[src/hw/rtl/sst_pkg.sv]
package sst_pkg;

  localparam int POS_BITS_DEF = 16;
  localparam int KW_CHARS     = 8;
  localparam int KW_COUNT     = 20;
  localparam int QDEPTH       = 4;
  localparam int MAX_RES      = 3;

  typedef logic [5:0] kind_t;

  localparam kind_t K_NUMBER  = 6'd0;
  localparam kind_t K_STRING  = 6'd1;
  localparam kind_t K_INTERP  = 6'd2;
  localparam kind_t K_IDENT   = 6'd3;
  localparam kind_t K_KEYWORD = 6'd4;
  localparam kind_t K_PLUS    = 6'd24;
  localparam kind_t K_PLUSEQ  = 6'd25;
  localparam kind_t K_MINUS   = 6'd26;
  localparam kind_t K_MINUSEQ = 6'd27;
  localparam kind_t K_ARROW   = 6'd28;
  localparam kind_t K_STAR    = 6'd29;
  localparam kind_t K_SLASH   = 6'd30;
  localparam kind_t K_PERCENT = 6'd31;
  localparam kind_t K_ASSIGN  = 6'd32;
  localparam kind_t K_EQ      = 6'd33;
  localparam kind_t K_FATARR  = 6'd34;
  localparam kind_t K_NOT     = 6'd35;
  localparam kind_t K_NE      = 6'd36;
  localparam kind_t K_LT      = 6'd37;
  localparam kind_t K_LE      = 6'd38;
  localparam kind_t K_GT      = 6'd39;
  localparam kind_t K_GE      = 6'd40;
  localparam kind_t K_ANDAND  = 6'd41;
  localparam kind_t K_OROR    = 6'd42;
  localparam kind_t K_PIPE    = 6'd43;
  localparam kind_t K_LPAREN  = 6'd44;
  localparam kind_t K_RPAREN  = 6'd45;
  localparam kind_t K_LBRACE  = 6'd46;
  localparam kind_t K_RBRACE  = 6'd47;
  localparam kind_t K_LBRACK  = 6'd48;
  localparam kind_t K_RBRACK  = 6'd49;
  localparam kind_t K_DOT     = 6'd50;
  localparam kind_t K_COMMA   = 6'd51;
  localparam kind_t K_SEMI    = 6'd52;
  localparam kind_t K_COLON   = 6'd53;
  localparam kind_t K_ERROR   = 6'd54;
  localparam kind_t K_EOF     = 6'd55;

  // keyword text, right-justified, first character in the highest used byte
  localparam logic [63:0] KW_TEXT [KW_COUNT] = '{
    64'("var"), 64'("func"), 64'("class"), 64'("return"), 64'("if"),
    64'("else"), 64'("while"), 64'("for"), 64'("break"), 64'("continue"),
    64'("new"), 64'("this"), 64'("try"), 64'("catch"), 64'("finally"),
    64'("throw"), 64'("extends"), 64'("true"), 64'("false"), 64'("null")};
  localparam logic [3:0] KW_LEN [KW_COUNT] = '{
    4'd3, 4'd4, 4'd5, 4'd6, 4'd2, 4'd4, 4'd5, 4'd3, 4'd5, 4'd8,
    4'd3, 4'd4, 4'd3, 4'd5, 4'd7, 4'd5, 4'd7, 4'd4, 4'd5, 4'd4};

  typedef logic [KW_CHARS-1:0][7:0] wbuf_t;

  typedef struct packed {
    logic [7:0] char_in;
    logic       end_of_source;
  } in_item_t;

  typedef struct packed {
    logic        result_kind;
    kind_t       token_kind;
    logic [7:0]  text_byte;
    logic [15:0] token_line;
    logic [15:0] token_column;
    logic [15:0] token_length;
    logic        last_result;
  } out_item_t;

  typedef struct packed {
    logic [1:0]                cnt;
    out_item_t [MAX_RES-1:0]   res;
  } q_entry_t;

  function automatic logic is_digit(input logic [7:0] c);
    is_digit = (c >= "0") && (c <= "9");
  endfunction

  function automatic logic is_alpha(input logic [7:0] c);
    is_alpha = ((c >= "a") && (c <= "z")) || ((c >= "A") && (c <= "Z"));
  endfunction

  function automatic logic is_held_op(input logic [7:0] c);
    is_held_op = (c == "+") || (c == "-") || (c == "=") || (c == "!") ||
                 (c == "<") || (c == ">") || (c == "&") || (c == "|");
  endfunction

  function automatic kind_t single_code(input logic [7:0] c);
    case (c)
      "*":     single_code = K_STAR;
      "/":     single_code = K_SLASH;
      "%":     single_code = K_PERCENT;
      "(":     single_code = K_LPAREN;
      ")":     single_code = K_RPAREN;
      "{":     single_code = K_LBRACE;
      "}":     single_code = K_RBRACE;
      "[":     single_code = K_LBRACK;
      "]":     single_code = K_RBRACK;
      ".":     single_code = K_DOT;
      ",":     single_code = K_COMMA;
      ";":     single_code = K_SEMI;
      ":":     single_code = K_COLON;
      default: single_code = K_ERROR;
    endcase
  endfunction

  function automatic kind_t alone_code(input logic [7:0] h);
    case (h)
      "+":     alone_code = K_PLUS;
      "-":     alone_code = K_MINUS;
      "=":     alone_code = K_ASSIGN;
      "!":     alone_code = K_NOT;
      "<":     alone_code = K_LT;
      ">":     alone_code = K_GT;
      default: alone_code = K_ERROR;
    endcase
  endfunction

  // zero when the pair forms no operator
  function automatic kind_t pair_code(input logic [7:0] h, input logic [7:0] c);
    pair_code = K_NUMBER;
    if (h == "+" && c == "=") pair_code = K_PLUSEQ;
    if (h == "-" && c == "=") pair_code = K_MINUSEQ;
    if (h == "-" && c == ">") pair_code = K_ARROW;
    if (h == "=" && c == "=") pair_code = K_EQ;
    if (h == "=" && c == ">") pair_code = K_FATARR;
    if (h == "!" && c == "=") pair_code = K_NE;
    if (h == "<" && c == "=") pair_code = K_LE;
    if (h == ">" && c == "=") pair_code = K_GE;
    if (h == "&" && c == "&") pair_code = K_ANDAND;
    if (h == "|" && c == "|") pair_code = K_OROR;
    if (h == "|" && c == ">") pair_code = K_PIPE;
  endfunction

  function automatic kind_t word_code(input wbuf_t w, input logic [15:0] len);
    logic hit;
    word_code = K_IDENT;
    for (int k = KW_COUNT - 1; k >= 0; k--) begin
      hit = (len == 16'(KW_LEN[k]));
      for (int i = 0; i < KW_CHARS; i++) begin
        if (i < int'(KW_LEN[k]) &&
            w[i] != KW_TEXT[k][8*(int'(KW_LEN[k])-1-i) +: 8])
          hit = 1'b0;
      end
      if (hit) word_code = K_KEYWORD + 6'(k);
    end
  endfunction

endpackage

[src/hw/rtl/script_source_tokenizer_core.sv]
// channel | direction | handshake          | payload
// in_     | input     | in_valid/in_stall   | in_data (char_in, end_of_source)
// out_    | output    | out_valid/out_stall | out_data (token or string byte)
//
// One byte is taken per cycle unless in_stall is high. An item can cause up to three
// results, which pass through the queue and then the output register and leave it one
// per cycle unless out_stall is high, so sustained input rate follows results.
// A four-entry queue between scanner and output parts sets how far input runs ahead.
// Reset restores line and column 1 and empties the queue and output register.
module script_source_tokenizer_core #(
  parameter int POSITION_BITS = sst_pkg::POS_BITS_DEF
) (
  input  logic               clk,
  input  logic               rst_n,
  input  logic               in_valid,
  output logic               in_stall,
  input  sst_pkg::in_item_t  in_data,
  output logic               out_valid,
  input  logic               out_stall,
  output sst_pkg::out_item_t out_data
);
  import sst_pkg::*;

  logic     q_push, q_full, q_nempty, q_pop;
  q_entry_t q_in, q_head;

  sst_front #(.POSITION_BITS(POSITION_BITS)) u_front (
    .clk(clk), .rst_n(rst_n), .in_valid(in_valid), .in_stall(in_stall),
    .in_data(in_data), .q_full(q_full), .q_push(q_push), .q_data(q_in));

  sst_queue u_queue (
    .clk(clk), .rst_n(rst_n), .push(q_push), .push_data(q_in), .full(q_full),
    .nempty(q_nempty), .pop(q_pop), .head(q_head));

  sst_back u_back (
    .clk(clk), .rst_n(rst_n), .q_nempty(q_nempty), .q_head(q_head), .q_pop(q_pop),
    .out_valid(out_valid), .out_stall(out_stall), .out_data(out_data));

endmodule

[src/hw/rtl/sst_front.sv]
module sst_front #(
  parameter int POSITION_BITS = sst_pkg::POS_BITS_DEF
) (
  input  logic              clk,
  input  logic              rst_n,
  input  logic              in_valid,
  output logic              in_stall,
  input  sst_pkg::in_item_t in_data,
  input  logic              q_full,
  output logic              q_push,
  output sst_pkg::q_entry_t q_data
);
  import sst_pkg::*;

  localparam int P = POSITION_BITS;
  localparam logic [P-1:0] PMAX = {P{1'b1}};
  localparam logic [P-1:0] PONE = P'(1);

  localparam logic [3:0] M_IDLE    = 4'd0;
  localparam logic [3:0] M_COMMENT = 4'd1;
  localparam logic [3:0] M_NUMI    = 4'd2;
  localparam logic [3:0] M_NUMD    = 4'd3;
  localparam logic [3:0] M_NUMF    = 4'd4;
  localparam logic [3:0] M_IDENT   = 4'd5;
  localparam logic [3:0] M_OPER    = 4'd6;
  localparam logic [3:0] M_DOLLAR  = 4'd7;
  localparam logic [3:0] M_STRING  = 4'd8;
  localparam logic [3:0] M_ESCAPE  = 4'd9;

  logic [3:0]   mode_r, mode_nxt;
  logic [7:0]   held_r, held_nxt;
  logic         quote_r, quote_nxt;
  logic         interp_r, interp_nxt;
  logic [P-1:0] cur_line_r, cur_line_nxt, cur_col_r, cur_col_nxt;
  logic [P-1:0] st_line_r, st_line_nxt, st_col_r, st_col_nxt;
  logic [15:0]  plen_r, plen_nxt;
  wbuf_t        wbuf_r, wbuf_nxt;

  logic                    accept;
  logic [1:0]              n;
  out_item_t [MAX_RES-1:0] res;
  logic [7:0]              c;
  logic                    go_idle;
  logic [32:0]             dot_sum;
  logic [P-1:0]            dot_col;
  logic [16:0]             plen_p1, plen_p2;
  kind_t                   str_kind, pk;

  function automatic logic [15:0] rep(input logic [P-1:0] v);
    logic [31:0] w;
    w = 32'(v);
    rep = (w > 32'hFFFF) ? 16'hFFFF : w[15:0];
  endfunction

  function automatic out_item_t mk(input logic rk, input kind_t k, input logic [7:0] b,
                                   input logic [15:0] l, input logic [15:0] col,
                                   input logic [15:0] len);
    mk = '{result_kind: rk, token_kind: k, text_byte: b, token_line: l,
           token_column: col, token_length: len, last_result: 1'b0};
  endfunction

  assign in_stall = q_full;
  assign accept   = in_valid && !q_full;
  assign c        = in_data.char_in;
  assign str_kind = interp_r ? K_INTERP : K_STRING;
  assign plen_p1  = {1'b0, plen_r} + 17'd1;
  assign plen_p2  = {1'b0, plen_r} + 17'd2;
  assign dot_sum  = {1'b0, 32'(st_col_r)} + 33'(plen_r);
  assign dot_col  = (dot_sum > 33'(PMAX)) ? PMAX : dot_sum[P-1:0];
  assign pk       = pair_code(held_r, c);

  always_comb begin
    mode_nxt     = mode_r;
    held_nxt     = held_r;
    quote_nxt    = quote_r;
    interp_nxt   = interp_r;
    cur_line_nxt = cur_line_r;
    cur_col_nxt  = cur_col_r;
    st_line_nxt  = st_line_r;
    st_col_nxt   = st_col_r;
    plen_nxt     = plen_r;
    wbuf_nxt     = wbuf_r;
    n            = 2'd0;
    res          = '0;
    go_idle      = 1'b0;

    if (in_data.end_of_source) begin
      unique case (mode_r) inside
        M_NUMI, M_NUMF: begin
          res[n] = mk(1'b0, K_NUMBER, 8'd0, rep(st_line_r), rep(st_col_r), plen_r);
          n = n + 2'd1;
        end
        M_NUMD: begin
          res[n] = mk(1'b0, K_NUMBER, 8'd0, rep(st_line_r), rep(st_col_r), plen_r);
          n = n + 2'd1;
          res[n] = mk(1'b0, K_DOT, 8'd0, rep(st_line_r), rep(dot_col), 16'd1);
          n = n + 2'd1;
        end
        M_IDENT: begin
          res[n] = mk(1'b0, word_code(wbuf_r, plen_r), 8'd0, rep(st_line_r),
                      rep(st_col_r), plen_r);
          n = n + 2'd1;
        end
        M_OPER: begin
          res[n] = mk(1'b0, alone_code(held_r), 8'd0, rep(st_line_r), rep(st_col_r), 16'd1);
          n = n + 2'd1;
        end
        M_DOLLAR: begin
          res[n] = mk(1'b0, K_ERROR, 8'd0, rep(st_line_r), rep(st_col_r), 16'd1);
          n = n + 2'd1;
        end
        M_STRING, M_ESCAPE: begin
          res[n] = mk(1'b0, str_kind, 8'd0, rep(st_line_r), rep(st_col_r), plen_r);
          n = n + 2'd1;
        end
        default: ;
      endcase
      res[n] = mk(1'b0, K_EOF, 8'd0, rep(cur_line_r), rep(cur_col_r), 16'd1);
      n = n + 2'd1;
      mode_nxt     = M_IDLE;
      held_nxt     = 8'd0;
      quote_nxt    = 1'b0;
      interp_nxt   = 1'b0;
      cur_line_nxt = PONE;
      cur_col_nxt  = PONE;
      st_line_nxt  = PONE;
      st_col_nxt   = PONE;
      plen_nxt     = 16'd0;
    end else begin
      unique case (mode_r) inside
        M_COMMENT: begin
          if (c == 8'h0A) go_idle = 1'b1;
        end
        M_NUMI, M_NUMF: begin
          if (is_digit(c)) begin
            plen_nxt = plen_p1[16] ? 16'hFFFF : plen_p1[15:0];
          end else if (c == "." && mode_r == M_NUMI) begin
            mode_nxt = M_NUMD;
          end else begin
            res[n] = mk(1'b0, K_NUMBER, 8'd0, rep(st_line_r), rep(st_col_r), plen_r);
            n = n + 2'd1;
            go_idle = 1'b1;
          end
        end
        M_NUMD: begin
          if (is_digit(c)) begin
            plen_nxt = plen_p2[16] ? 16'hFFFF : plen_p2[15:0];
            mode_nxt = M_NUMF;
          end else begin
            res[n] = mk(1'b0, K_NUMBER, 8'd0, rep(st_line_r), rep(st_col_r), plen_r);
            n = n + 2'd1;
            res[n] = mk(1'b0, K_DOT, 8'd0, rep(st_line_r), rep(dot_col), 16'd1);
            n = n + 2'd1;
            go_idle = 1'b1;
          end
        end
        M_IDENT: begin
          if (is_alpha(c) || is_digit(c) || c == "_") begin
            if (plen_r < 16'(KW_CHARS)) wbuf_nxt[plen_r[$clog2(KW_CHARS)-1:0]] = c;
            plen_nxt = plen_p1[16] ? 16'hFFFF : plen_p1[15:0];
          end else begin
            res[n] = mk(1'b0, word_code(wbuf_r, plen_r), 8'd0, rep(st_line_r),
                        rep(st_col_r), plen_r);
            n = n + 2'd1;
            go_idle = 1'b1;
          end
        end
        M_OPER: begin
          if (pk != K_NUMBER) begin
            res[n] = mk(1'b0, pk, 8'd0, rep(st_line_r), rep(st_col_r), 16'd2);
            n = n + 2'd1;
            mode_nxt = M_IDLE;
          end else begin
            res[n] = mk(1'b0, alone_code(held_r), 8'd0, rep(st_line_r), rep(st_col_r), 16'd1);
            n = n + 2'd1;
            go_idle = 1'b1;
          end
        end
        M_DOLLAR: begin
          if (c == 8'h22 || c == 8'h27) begin
            mode_nxt   = M_STRING;
            quote_nxt  = (c == 8'h27);
            interp_nxt = 1'b1;
            plen_nxt   = 16'd2;
          end else begin
            res[n] = mk(1'b0, K_ERROR, 8'd0, rep(st_line_r), rep(st_col_r), 16'd1);
            n = n + 2'd1;
            go_idle = 1'b1;
          end
        end
        M_STRING: begin
          plen_nxt = plen_p1[16] ? 16'hFFFF : plen_p1[15:0];
          if (c == (quote_r ? 8'h27 : 8'h22)) begin
            res[n] = mk(1'b0, str_kind, 8'd0, rep(st_line_r), rep(st_col_r), plen_nxt);
            n = n + 2'd1;
            mode_nxt = M_IDLE;
          end else if (c == 8'h5C) begin
            mode_nxt = M_ESCAPE;
          end else begin
            res[n] = mk(1'b1, str_kind, c, rep(st_line_r), rep(st_col_r), 16'd0);
            n = n + 2'd1;
          end
        end
        M_ESCAPE: begin
          plen_nxt = plen_p1[16] ? 16'hFFFF : plen_p1[15:0];
          res[n] = mk(1'b1, str_kind,
                      (c == "n") ? 8'h0A : (c == "r") ? 8'h0D : (c == "t") ? 8'h09 : c,
                      rep(st_line_r), rep(st_col_r), 16'd0);
          n = n + 2'd1;
          mode_nxt = M_STRING;
        end
        default: go_idle = 1'b1;
      endcase

      if (go_idle) begin
        mode_nxt = M_IDLE;
        if (c == 8'h20 || c == 8'h0D || c == 8'h09 || c == 8'h0A) begin
          mode_nxt = M_IDLE;
        end else if (c == "#") begin
          mode_nxt = M_COMMENT;
        end else if (is_digit(c) || c == "$" || c == 8'h22 || c == 8'h27 ||
                     is_alpha(c) || c == "_" || is_held_op(c)) begin
          st_line_nxt = cur_line_r;
          st_col_nxt  = cur_col_r;
          plen_nxt    = 16'd1;
          if (is_digit(c)) begin
            mode_nxt = M_NUMI;
          end else if (c == "$") begin
            mode_nxt = M_DOLLAR;
          end else if (c == 8'h22 || c == 8'h27) begin
            mode_nxt   = M_STRING;
            quote_nxt  = (c == 8'h27);
            interp_nxt = 1'b0;
          end else if (is_held_op(c)) begin
            mode_nxt = M_OPER;
            held_nxt = c;
          end else begin
            mode_nxt    = M_IDENT;
            wbuf_nxt[0] = c;
          end
        end else begin
          res[n] = mk(1'b0, single_code(c), 8'd0, rep(cur_line_r), rep(cur_col_r), 16'd1);
          n = n + 2'd1;
        end
      end

      if (c == 8'h0A) begin
        cur_line_nxt = (cur_line_r == PMAX) ? PMAX : cur_line_r + PONE;
        cur_col_nxt  = PONE;
      end else begin
        cur_col_nxt = (cur_col_r == PMAX) ? PMAX : cur_col_r + PONE;
      end
    end

    if (n != 2'd0) res[n - 2'd1].last_result = 1'b1;
  end

  assign q_push     = accept && (n != 2'd0);
  assign q_data.cnt = n;
  assign q_data.res = res;

  always_ff @(posedge clk) begin
    if (!rst_n) begin
      mode_r     <= M_IDLE;
      held_r     <= 8'd0;
      quote_r    <= 1'b0;
      interp_r   <= 1'b0;
      cur_line_r <= PONE;
      cur_col_r  <= PONE;
      st_line_r  <= PONE;
      st_col_r   <= PONE;
      plen_r     <= 16'd0;
    end else if (accept) begin
      mode_r     <= mode_nxt;
      held_r     <= held_nxt;
      quote_r    <= quote_nxt;
      interp_r   <= interp_nxt;
      cur_line_r <= cur_line_nxt;
      cur_col_r  <= cur_col_nxt;
      st_line_r  <= st_line_nxt;
      st_col_r   <= st_col_nxt;
      plen_r     <= plen_nxt;
    end
  end

  always_ff @(posedge clk) begin
    if (accept) wbuf_r <= wbuf_nxt;
  end

endmodule

[src/hw/rtl/sst_queue.sv]
module sst_queue (
  input  logic              clk,
  input  logic              rst_n,
  input  logic              push,
  input  sst_pkg::q_entry_t push_data,
  output logic              full,
  output logic              nempty,
  input  logic              pop,
  output sst_pkg::q_entry_t head
);
  import sst_pkg::*;

  localparam int AW = $clog2(QDEPTH);

  q_entry_t      mem_r [QDEPTH];
  logic [AW-1:0] wp_r, rp_r;
  logic [AW:0]   cnt_r;

  assign full   = (cnt_r == (AW+1)'(QDEPTH));
  assign nempty = (cnt_r != '0);
  assign head   = mem_r[rp_r];

  always_ff @(posedge clk) begin
    if (!rst_n) begin
      wp_r  <= '0;
      rp_r  <= '0;
      cnt_r <= '0;
    end else begin
      if (push) wp_r <= wp_r + 1'b1;
      if (pop) rp_r <= rp_r + 1'b1;
      if (push && !pop) cnt_r <= cnt_r + 1'b1;
      else if (pop && !push) cnt_r <= cnt_r - 1'b1;
    end
  end

  always_ff @(posedge clk) begin
    if (push) mem_r[wp_r] <= push_data;
  end

endmodule

[src/hw/rtl/sst_back.sv]
module sst_back (
  input  logic               clk,
  input  logic               rst_n,
  input  logic               q_nempty,
  input  sst_pkg::q_entry_t  q_head,
  output logic               q_pop,
  output logic               out_valid,
  input  logic               out_stall,
  output sst_pkg::out_item_t out_data
);
  import sst_pkg::*;

  logic [1:0] idx_r;
  logic       valid_r;
  out_item_t  data_r;
  logic       load, last;

  assign load      = q_nempty && (!valid_r || !out_stall);
  assign last      = (idx_r == q_head.cnt - 2'd1);
  assign q_pop     = load && last;
  assign out_valid = valid_r;
  assign out_data  = data_r;

  always_ff @(posedge clk) begin
    if (!rst_n) begin
      idx_r   <= 2'd0;
      valid_r <= 1'b0;
    end else begin
      if (load) begin
        valid_r <= 1'b1;
        idx_r   <= last ? 2'd0 : idx_r + 2'd1;
      end else if (!out_stall) begin
        valid_r <= 1'b0;
      end
    end
  end

  // hold the result while stalled
  always_ff @(posedge clk) begin
    if (load) data_r <= q_head.res[idx_r];
  end

endmodule

[config.mk]
export PLATFORM = sky130hd
export DESIGN_NAME = script_source_tokenizer_core
export DESIGN_NICKNAME = d
export VERILOG_FILES = /design/src/hw/rtl/sst_pkg.sv /design/src/hw/rtl/script_source_tokenizer_core.sv /design/src/hw/rtl/sst_front.sv /design/src/hw/rtl/sst_queue.sv /design/src/hw/rtl/sst_back.sv
export SDC_FILE = /design/constraint.sdc
export NUM_CORES = 1
export LEC_CHECK = 0
export BUFFER_PORTS_ARGS = -buffer_cell sky130_fd_sc_hd__buf_4
export CAP_MARGIN = 20
export CORE_MARGIN = 3
export CORE_UTILIZATION = 63
export DETAILED_ROUTE_END_ITERATION = 10
export GPL_ROUTABILITY_DRIVEN = 1
export PLACE_DENSITY_LB_ADDON = 0.05
export SYNTH_ARGS = -nofsm -noshare
export SYNTH_HDL_FRONTEND = slang
export SYNTH_SLANG_ARGS = --single-unit
[constraint.sdc]
create_clock -name clk -period 13.7 [get_ports clk]
set_clock_uncertainty 0.1 [all_clocks]
set_input_delay 2.055 -clock clk [delete_from_list [all_inputs] [get_ports clk]]
set_output_delay 2.055 -clock clk [all_outputs]
set_load 0.02 [all_outputs]
; ---- Word-level counts from Yosys, hierarchy flattened
; Memories as Yosys holds them, arrays and structs flattened. A register that Yosys moved wholly into a read port is not among the register bits.
; Cells that the tools add are included.
; W data, S select, Z words.
[word_totals]
out_inout_bits = 66
wordCells = 672
mem_count = 1
in_bits = 13
regBits = 232
ram_bits = 776
[memory_table]
columns = memory, words, word_bits, read_ports, rd_clocked_by_memory_dff, wr, line_no
row1 = u_queue.mem_r, 4, 194, 1, 1, 1, sst_queue.sv:15  ; q_entry_t mem_r [QDEPTH];
[classes]
n_addsub = 14
n_reduce_logical = 71
eq_ne = 130
muxes = 409
bitwise = 1
magnitude_cmp = 17
[op_table]
columns = cell, count
row1 = $mux W192, 6
row2 = $mux W64, 10
row3 = $bwmux W192, 3
row4 = $mux W16, 28
row5 = $pmux W64 S7, 1
row6 = $ne A8 B7 Y1 const B, 55
row7 = $demux W64 S2, 3
row8 = $mux W63, 5
row9 = $pmux W63 S5, 1
row10 = $mux W1, 227
row11 = $eq A8 B6 Y1 const B, 28
row12 = $mux W6, 34
row13 = $mux W8, 24
row14 = $bmux W64 S2, 1
row15 = $mux W127, 1
row16 = $mux W5, 22
row17 = $eq A8 B7 Y1 const B, 11
row18 = $pmux W16 S5, 1
row19 = $pmux W6 S13, 1
row20 = $bwmux W64, 1
row21 = $eq A16 B3 Y1 const B, 4
row22 = $mux W4, 15
row23 = $mux W49, 1
row24 = $pmux W6 S6, 1
row25 = 57 further kinds, 158

; ---- Depth between registers and ports, before layout
; Gate-level depths: netlist of the first run.
[logic_depth]
ltp_word = 39
mapped_depth = 16
mapped_depth_nobuf = 15

; ---- By module
; Synthesis of the first run repeated with hierarchy kept, for this count alone.
[unflattened]
cells_unflattened = 3005
hier_area_um2 = 44830.5
[modules_own_cells]
columns = module, cells_each, instances, area_each_um2, seq_area_each_um2
row1 = sst_queue, 1057, 1, 28452.3, 23482.5
row2 = sst_front, 1650, 1, 12963.7, 3803.6
row3 = sst_back, 298, 1, 3414.5, 1981.9

; ---- Least setup slack after synthesis of the first run
; Ideal clock, no wire load.
[synth_timing]
path_kind = input to register
start = in in_data[1] (netlist name)
end = mem u_queue.mem_r[0][0] (netlist name) (enable)
path_slack_ns = 5.275
arrival_ns = 7.802
required_ns = 13.077
n_path_buf = 1
cell_stages = 10
setup_ns = 0.523
path_cell_list = clkbuf_1 -> or2_2 -> o41ai_2 -> o21ai_0 -> a2111oi_4 -> ha_1 -> nor2_1 -> mux2_4 -> a211oi_4 -> and2_1
[synth_via]
elab_chain_cells = 23
elab_cells_between_ends = 101
cone_classes = add/sub (1) / order compare (6) / eq/ne (20) / mux (36) / reduce/logical (38)
[synth_lines]
columns = element, line_no
row1 = from (decl), script_source_tokenizer_core.sv:17  ; input sst_pkg::in_item_t in_data,
row2 = $eq A8 B6 Y1, n/a
row3 = $logic_and A1 B1 Y1, sst_pkg.sv:128  ; if (h == "+" && c == "=") pair_code = K_PLUSEQ;
row4 = $mux W5, sst_pkg.sv:128
row5 = $mux W6, sst_pkg.sv:129  ; if (h == "-" && c == "=") pair_code = K_MINUSEQ;
row6 = $mux W6, sst_pkg.sv:130  ; if (h == "-" && c == ">") pair_code = K_ARROW;
row7 = $mux W6, sst_pkg.sv:131  ; if (h == "=" && c == "=") pair_code = K_EQ;
row8 = $mux W6, sst_pkg.sv:132  ; if (h == "=" && c == ">") pair_code = K_FATARR;
row9 = $mux W6, sst_pkg.sv:133  ; if (h == "!" && c == "=") pair_code = K_NE;
row10 = [8 not listed], n/a
row11 = $mux W1, sst_front.sv:87  ; if (in_data.end_of_source) begin
row12 = $mux W2 (*), sst_front.sv:215  ; if (go_idle) begin
row13 = $mux W2 (*), sst_front.sv:87
row14 = $reduce_bool A2 Y1 (*), sst_front.sv:258  ; assign q_push = accept && (n != 2'd0);
row15 = $logic_and A1 B1 Y1 (*), sst_front.sv:258
row16 = named net q_push, script_source_tokenizer_core.sv:24  ; logic q_push, q_full, q_nempty, q_pop;
row17 = $mux W1 (*), sst_queue.sv:37  ; if (push) mem_r[wp_r] <= push_data;
row18 = $mux W1 (not written as such) (*), sst_queue.sv:37
row19 = to (decl), sst_queue.sv:15
; The timed path passes the listed nets; every way through them passes the cells marked *. The select of a mux whose other input is x is not followed.

; ---- Worst setup path after layout of the first run
[layout_timing]
start = in in_data[3] (netlist name)
end = mem u_queue.mem_r[0][149] (netlist name) (enable)
; Same word-level chain as after synthesis.

==> impl_metrics.ini, run 1 <==
[power]
clock_power_share_pct = 32.5
intPower_uw = 4980
power_switching_uw = 1980
vdd_drop_max_v = 0.000463
seqPwrFrac_pct = 46.2
sw_frac_of_total_pct = 28.4
p_per_area_nw_per_um2 = 168
p_comb_share_pct = 21.3
p_leak_uw = 0.0136

[setup_path]
worstPathArrival_ns = 7.86
worstSetupEndpointType = register
startpoint_type = input port
crit_slowest_cell = buf_4
slowest_delay_ns = 0.77
cp_max_fo = 63
worstPathRequired_ns = 13.85
crit_chain = buf_4 -> o21ai_0 -> nand2_1 -> nand2_2 -> inv_2 -> a31oi_1 -> o2111ai_2 -> a21o_1 -> mux2_4 -> a211oi_4 -> and2_4 -> buf_4 -> buf_4
cp_common_cell = buf_4
crit_type = input port to register

[yosys]
ys_seq_elements = 818
yosysWarnings = 0
syn_area_per_cell_um2 = 13.5
syn_nets = 2826
ys_seq_area_share_pct = 62.7
yosys_most_used_dff = edfxtp_1
synth_edf_count = 712
async_reset_ff_share_pct = 0
synth_area_um2 = 37500
syn_inst = 2773
ys_types = 100

[global_routing]
grt_start_max_net_pins = 104
grt_util_met1_pct = 48.2
grt_pass1_wl_mm = 155
overflow = 0
grt_pass1_vias = 24900
use_met3_pct = 6.43
track_usage_pct = 32.5
busiest_layer = met2
antenna_found_initial = 2
use_met2_pct = 49.7

[final_layout]
layout-drive-gt1-share_pct = 16.4
n_antenna_cell = 0
fill_cells = 3766
area_growth_syn_to_layout_pct = 10.5
final_cell_mix = 712 x edfxtp_1, 239 x nand2_1, 208 x o21ai_0
nNetsFinal = 2839
final_common_cell = edfxtp_1
multiInputGateArea_um2 = 13200
seq_area_um2 = 23500

[sta]
max_freq_mhz = 130
tightestPinTransition_ns = 1.14
slew_violations = 0
setup_violations = 0
period_share_pct = 56.3
relSlewSlack_pct = 23.8
finalCriticalPeriod_ns = 7.71
layout_setup_ws_ns = 5.99
fin_setup_tns_ns = 0
hold_viol = 0
rsz0062_at_grt = false

[floorplan]
die_y_um = 250
core_area_um2 = 58200
die_area_um2 = 62500
start_util_pct = 64.4
die_w_um = 250
num_rows = 88
ios = 79

[clock_network]
cts-root-buf = clkbuf_16
htreeDepth = 3
cts_max_path_buffers = 3
cts_setup_buffers = 0
cts_hold_buf = 0
cts_made_buffers = 82
ctsResizeCount = 0
clk_pin_slew_worst_paths_ns = 0.06
numClockSinks = 818
cts_tree = built
clk_latency_ns = 0.64

[detailed_routing]
vias = 25300
vias_per_cell = 7.00
wl_per_cell_um = 28.2
routed_wl_mm = 102
drc = 0
drt_iter0_markers = 3448
dr.pass1.iters = 8
final_antenna_net_count = 0

[run_status]
status = completed

[place]
finalWeightedCongestion = 0.983
io_buffers = 78
dp.final_hpwl_mm = 63.7
post-place-ws_ns = 5.47

[flow_run]
maxCapViolations = 0

[hold_path]
hp-class = register to register
per-stage QoR:
step / cells / util, % / hold WS, ns / instance area (um2) / total power (uW)
finish: 3619 / 71.2 / 0.372 / 41400 / 6960
global route: 3619 / 71.2 / 0.390 / 41400 / 7220
CTS: 3617 / 71.1 / 0.366 / 41400 / 7000
detailed placement: 3465 / 66.4 / 0.355 / 38700 / 4750
global placement: 3465 / 66.4 / 0.349 / 38700 / 4700
floorplan: 2773 / - / 0.335 / 37500 / 4240
final timing paths:
| kind | startpoint | end | slack (ns) | cells after the start |
|---|---|---|---|---|
| worst min-delay path | u_front.held_r[7] | u_front.held_r[7] | 0.37 | 2 |
| worst min register to register | u_front.held_r[7] | u_front.held_r[7] | 0.37 | 2 |
| worst max-delay path | in_data[3] | u_queue.mem_r[0][149] | 5.99 | 13 |
| worst max register to register | u_front.mode_r[3] | u_queue.mem_r[0][149] | 6.72 | 12 |
state kept, by name, indices dropped and copies added, names as in the netlist, 8 cells and up, named ones only:
register	flops
u_back.out_data	64
u_front.cur_col_r	16
u_front.cur_line_r	16
u_front.held_r	8
u_front.plen_r	16
u_front.st_col_r	16
u_front.st_line_r	16
u_front.wbuf_r	64
u_queue.mem_r	584
logic make-up after synthesis:
group,share of synthesized area [%]
AND/OR/NAND/NOR,11.8
buffers and inverters,2.39
XOR/XNOR,0.888
flip-flops,62.7
AO/OA/AOI/OAI,10.3
adder cells (fa/ha/maj),1.37
multiplexers,10.6
area by class of cell:
cell class,count,share of cell area (%)
inverter,34,0.308
clock buffer,98,5.36
timing repair buffer,119,2.19
multi-input combinational,1731,31.8
clock inverter,54,1.34
tap,765,2.31
sequential,818,56.7
worst max-delay path: cells and delay by family:
kind	cells	cell delay, ns
buffers and inverters	4	1.68
and+or+nand+nor	3	1.58
muxes	1	0.40
AOI/OAI and AO/OA	5	1.89
power groups by stage:
stage / clock network (uW) / registers [uW] / logic, uW
after floorplan: 0 / 3360 / 874
after global placement: 0 / 3250 / 1460
after detailed placement: 0 / 3270 / 1480
after CTS: 2280 / 3220 / 1500
after global routing: 2390 / 3250 / 1580
final: 2260 / 3220 / 1480
metal layers:
layer  up-vias  share of wire (%)
met4         2                2.8
met2      1443                 46
met5         -              0.011
met1     12800                 41
li1      10900                  -
met3       226                9.7
cells in the mapped netlist (11+ instances only):
| cell | count | area, um2 |
|---|---|---|
| mux4_2 | 146 | 3290 |
| clkbuf_1 | 135 | 507 |
| buf_1 | 28 | 105 |
| xnor2_1 | 21 | 184 |
| a221oi_1 | 11 | 96.3 |
| nand2b_1 | 22 | 138 |
| nor2b_1 | 49 | 307 |
| nand4b_1 | 15 | 131 |
| o21ai_0 | 209 | 1050 |
| a31oi_1 | 20 | 125 |
| and2_1 | 53 | 332 |
| inv_1 | 31 | 116 |
| and3_1 | 18 | 113 |
| edfxtp_1 | 712 | 21400 |
| nor2_1 | 136 | 510 |
| a22oi_1 | 21 | 158 |
| or2_2 | 11 | 68.8 |
| mux2i_1 | 56 | 561 |
| o211ai_1 | 11 | 82.6 |
| nor3_1 | 73 | 365 |
| dfxtp_1 | 106 | 2120 |
| nand3_1 | 81 | 405 |
| xor2_1 | 17 | 149 |
| a22o_1 | 59 | 517 |
| nor4_1 | 28 | 175 |
| nand4_1 | 34 | 213 |
| ha_1 | 38 | 475 |
| nand2_1 | 240 | 901 |
| nor3b_1 | 11 | 82.6 |
| buf_2 | 21 | 105 |
| a21oi_1 | 129 | 646 |
(Power assumes the default switching activity.)
==> run 2, diff against run 1 <==
Clock period 13.7 ns to 7.9 ns, I/O delays scaled along.
==> impl_metrics.ini, run 2 (synthesized netlist as in run 1, its figures left out) <==
[run_status]
status = completed

[power]
p_leak_uw = 0.0137
power_uw = 12200
p_per_area_nw_per_um2 = 293
vdd_drop_max_v = 0.000680

[detailed_routing]
drc = 0
vias = 25400
routed_wl_mm = 104
drt_iter0_markers = 3112
wl_per_cell_um = 28.6
dr.pass1.iters = 6
vias_per_cell = 7.00
final_antenna_net_count = 0

[setup_path]
cp_max_fo = 58
slowest_delay_ns = 0.88
startpoint_type = register
crit_type = register to register
crit_slowest_cell = and2_4
worstSetupEndpointType = register
worstPathRequired_ns = 8.12
reg2reg_setup_slack_ns = 2.06
crit_chain = nand4bb_1 -> clkinv_1 -> nand2_2 -> inv_2 -> a31oi_1 -> o2111ai_2 -> a21o_1 -> mux2_4 -> a211oi_4 -> and2_4 -> buf_4
worstPathArrival_ns = 6.06

[sta]
max_freq_mhz = 171
rsz0062_at_grt = false
slew_violations = 0
hold_viol = 0
tightestPinTransition_ns = 1.19
fin_setup_tns_ns = 0
finalCriticalPeriod_ns = 5.84
setup_violations = 0
whs_ns = 0.381
relSlewSlack_pct = 20.4
period_share_pct = 74.0

[final_layout]
nNetsFinal = 2848
largest_reg_flops = 584
layout-drive-gt1-share_pct = 16.4
utilization_pct = 71.5
regMostFlops = u_queue.mem_r
fill_cells = 3658
seq_area_um2 = 23500
final_cell_mix = 712 x edfxtp_1, 239 x nand2_1, 209 x o21ai_0
multiInputGateArea_um2 = 13200
n_antenna_cell = 0
final_common_cell = edfxtp_1
area_growth_syn_to_layout_pct = 11.0

[clock_network]
clk_pin_slew_worst_paths_ns = 0.06
htreeDepth = 3
cts_max_path_buffers = 3
cts-root-buf = clkbuf_16
cts_made_buffers = 81
clk_latency_ns = 0.63
numClockSinks = 818
cts_setup_buffers = 0
ctsResizeCount = 0
cts_hold_buf = 0
cts_tree = built

[floorplan]
die_w_um = 250
start_util_pct = 64.4
num_rows = 88
die_y_um = 250
core_area_um2 = 58200
die_area_um2 = 62500
ios = 79

[place]
finalWeightedCongestion = 1.02
dp.final_hpwl_mm = 65.1
io_buffers = 78

[global_routing]
grt_pass1_wl_mm = 157
antenna_found_initial = 1
grt_start_max_net_pins = 97
grt_pass1_vias = 25000
track_usage_pct = 33.2
overflow = 0

[hold_path]
hp-class = register to register

[flow_run]
maxCapViolations = 0
## run 2: cell types whose count changed in the layout (fill, tap and decap cells not counted), moves of 2 or more
| cell | change |
|---|---|
| clkbuf_8 | -5 |
| clkinv_2 | -6 |
| buf_12 | +7 |
| clkinvlp_4 | +3 |
| clkinv_8 | -2 |
| clkbuf_1 | +7 |
| clkinv_1 | -3 |
| bufinv_16 | +5 |
## run 2: metal layers
layer / up-vias / track usage [%] / wire (um)
met5: - / 0 / 0
met4: 0 / 10.3 / 3210
met3: 265 / 6.14 / 10400
met2: 1568 / 51.1 / 48200
met1: 12700 / 49.0 / 41900
li1: 10900 / - / -
## run 2: power by group
part	switching [uW]	total (uW)	internal, uW
registers	210	5550	5340
clock network	1620	3980	2350
logic	1600	2660	1060
total	3430	12200	8750
## run 2: worst paths after layout
path | startpoint | end | cells past startpoint
min | u_front.held_r[7] | u_front.held_r[7] | 2
max reg2reg | u_front.mode_r[3] | u_queue.mem_r[1][102] | 11
min reg2reg | u_front.held_r[7] | u_front.held_r[7] | 2
max | u_front.mode_r[3] | u_queue.mem_r[1][102] | 11
## run 2: per-stage QoR
| step | cell area [um2] | setup WS [ns] | cells |
|---|---|---|---|
| 6_report | 41600 | 2.06 | 3626 |
| 5_1_grt | 41600 | 1.79 | 3626 |
| 4_1_cts | 41600 | 2.19 | 3623 |
| 3_5_place_dp | 38800 | 1.61 | 3474 |
| 3_3_place_gp | 38800 | 1.84 | 3474 |
| 2_1_floorplan | 37500 | 0.345 | 2773 |
## run 2: worst max-delay path: cells and delay by family (launching register included)
family	cells	cell delay, ns
simple gates	3	1.79
compound gates	4	1.47
mux	1	0.39
flops	1	0.72
buf+inv	3	1.01
## run 2: layout make-up
type                            instances  share of cell area, %
Tap cell                              765                   2.30
Clock inverter                         51                   1.57
Timing Repair Buffer                  129                   2.59
Sequential cell                       818                   56.5
Multi-Input combinational cell       1731                   31.6
Clock buffer                           98                   5.14
Inverter                               34                  0.306
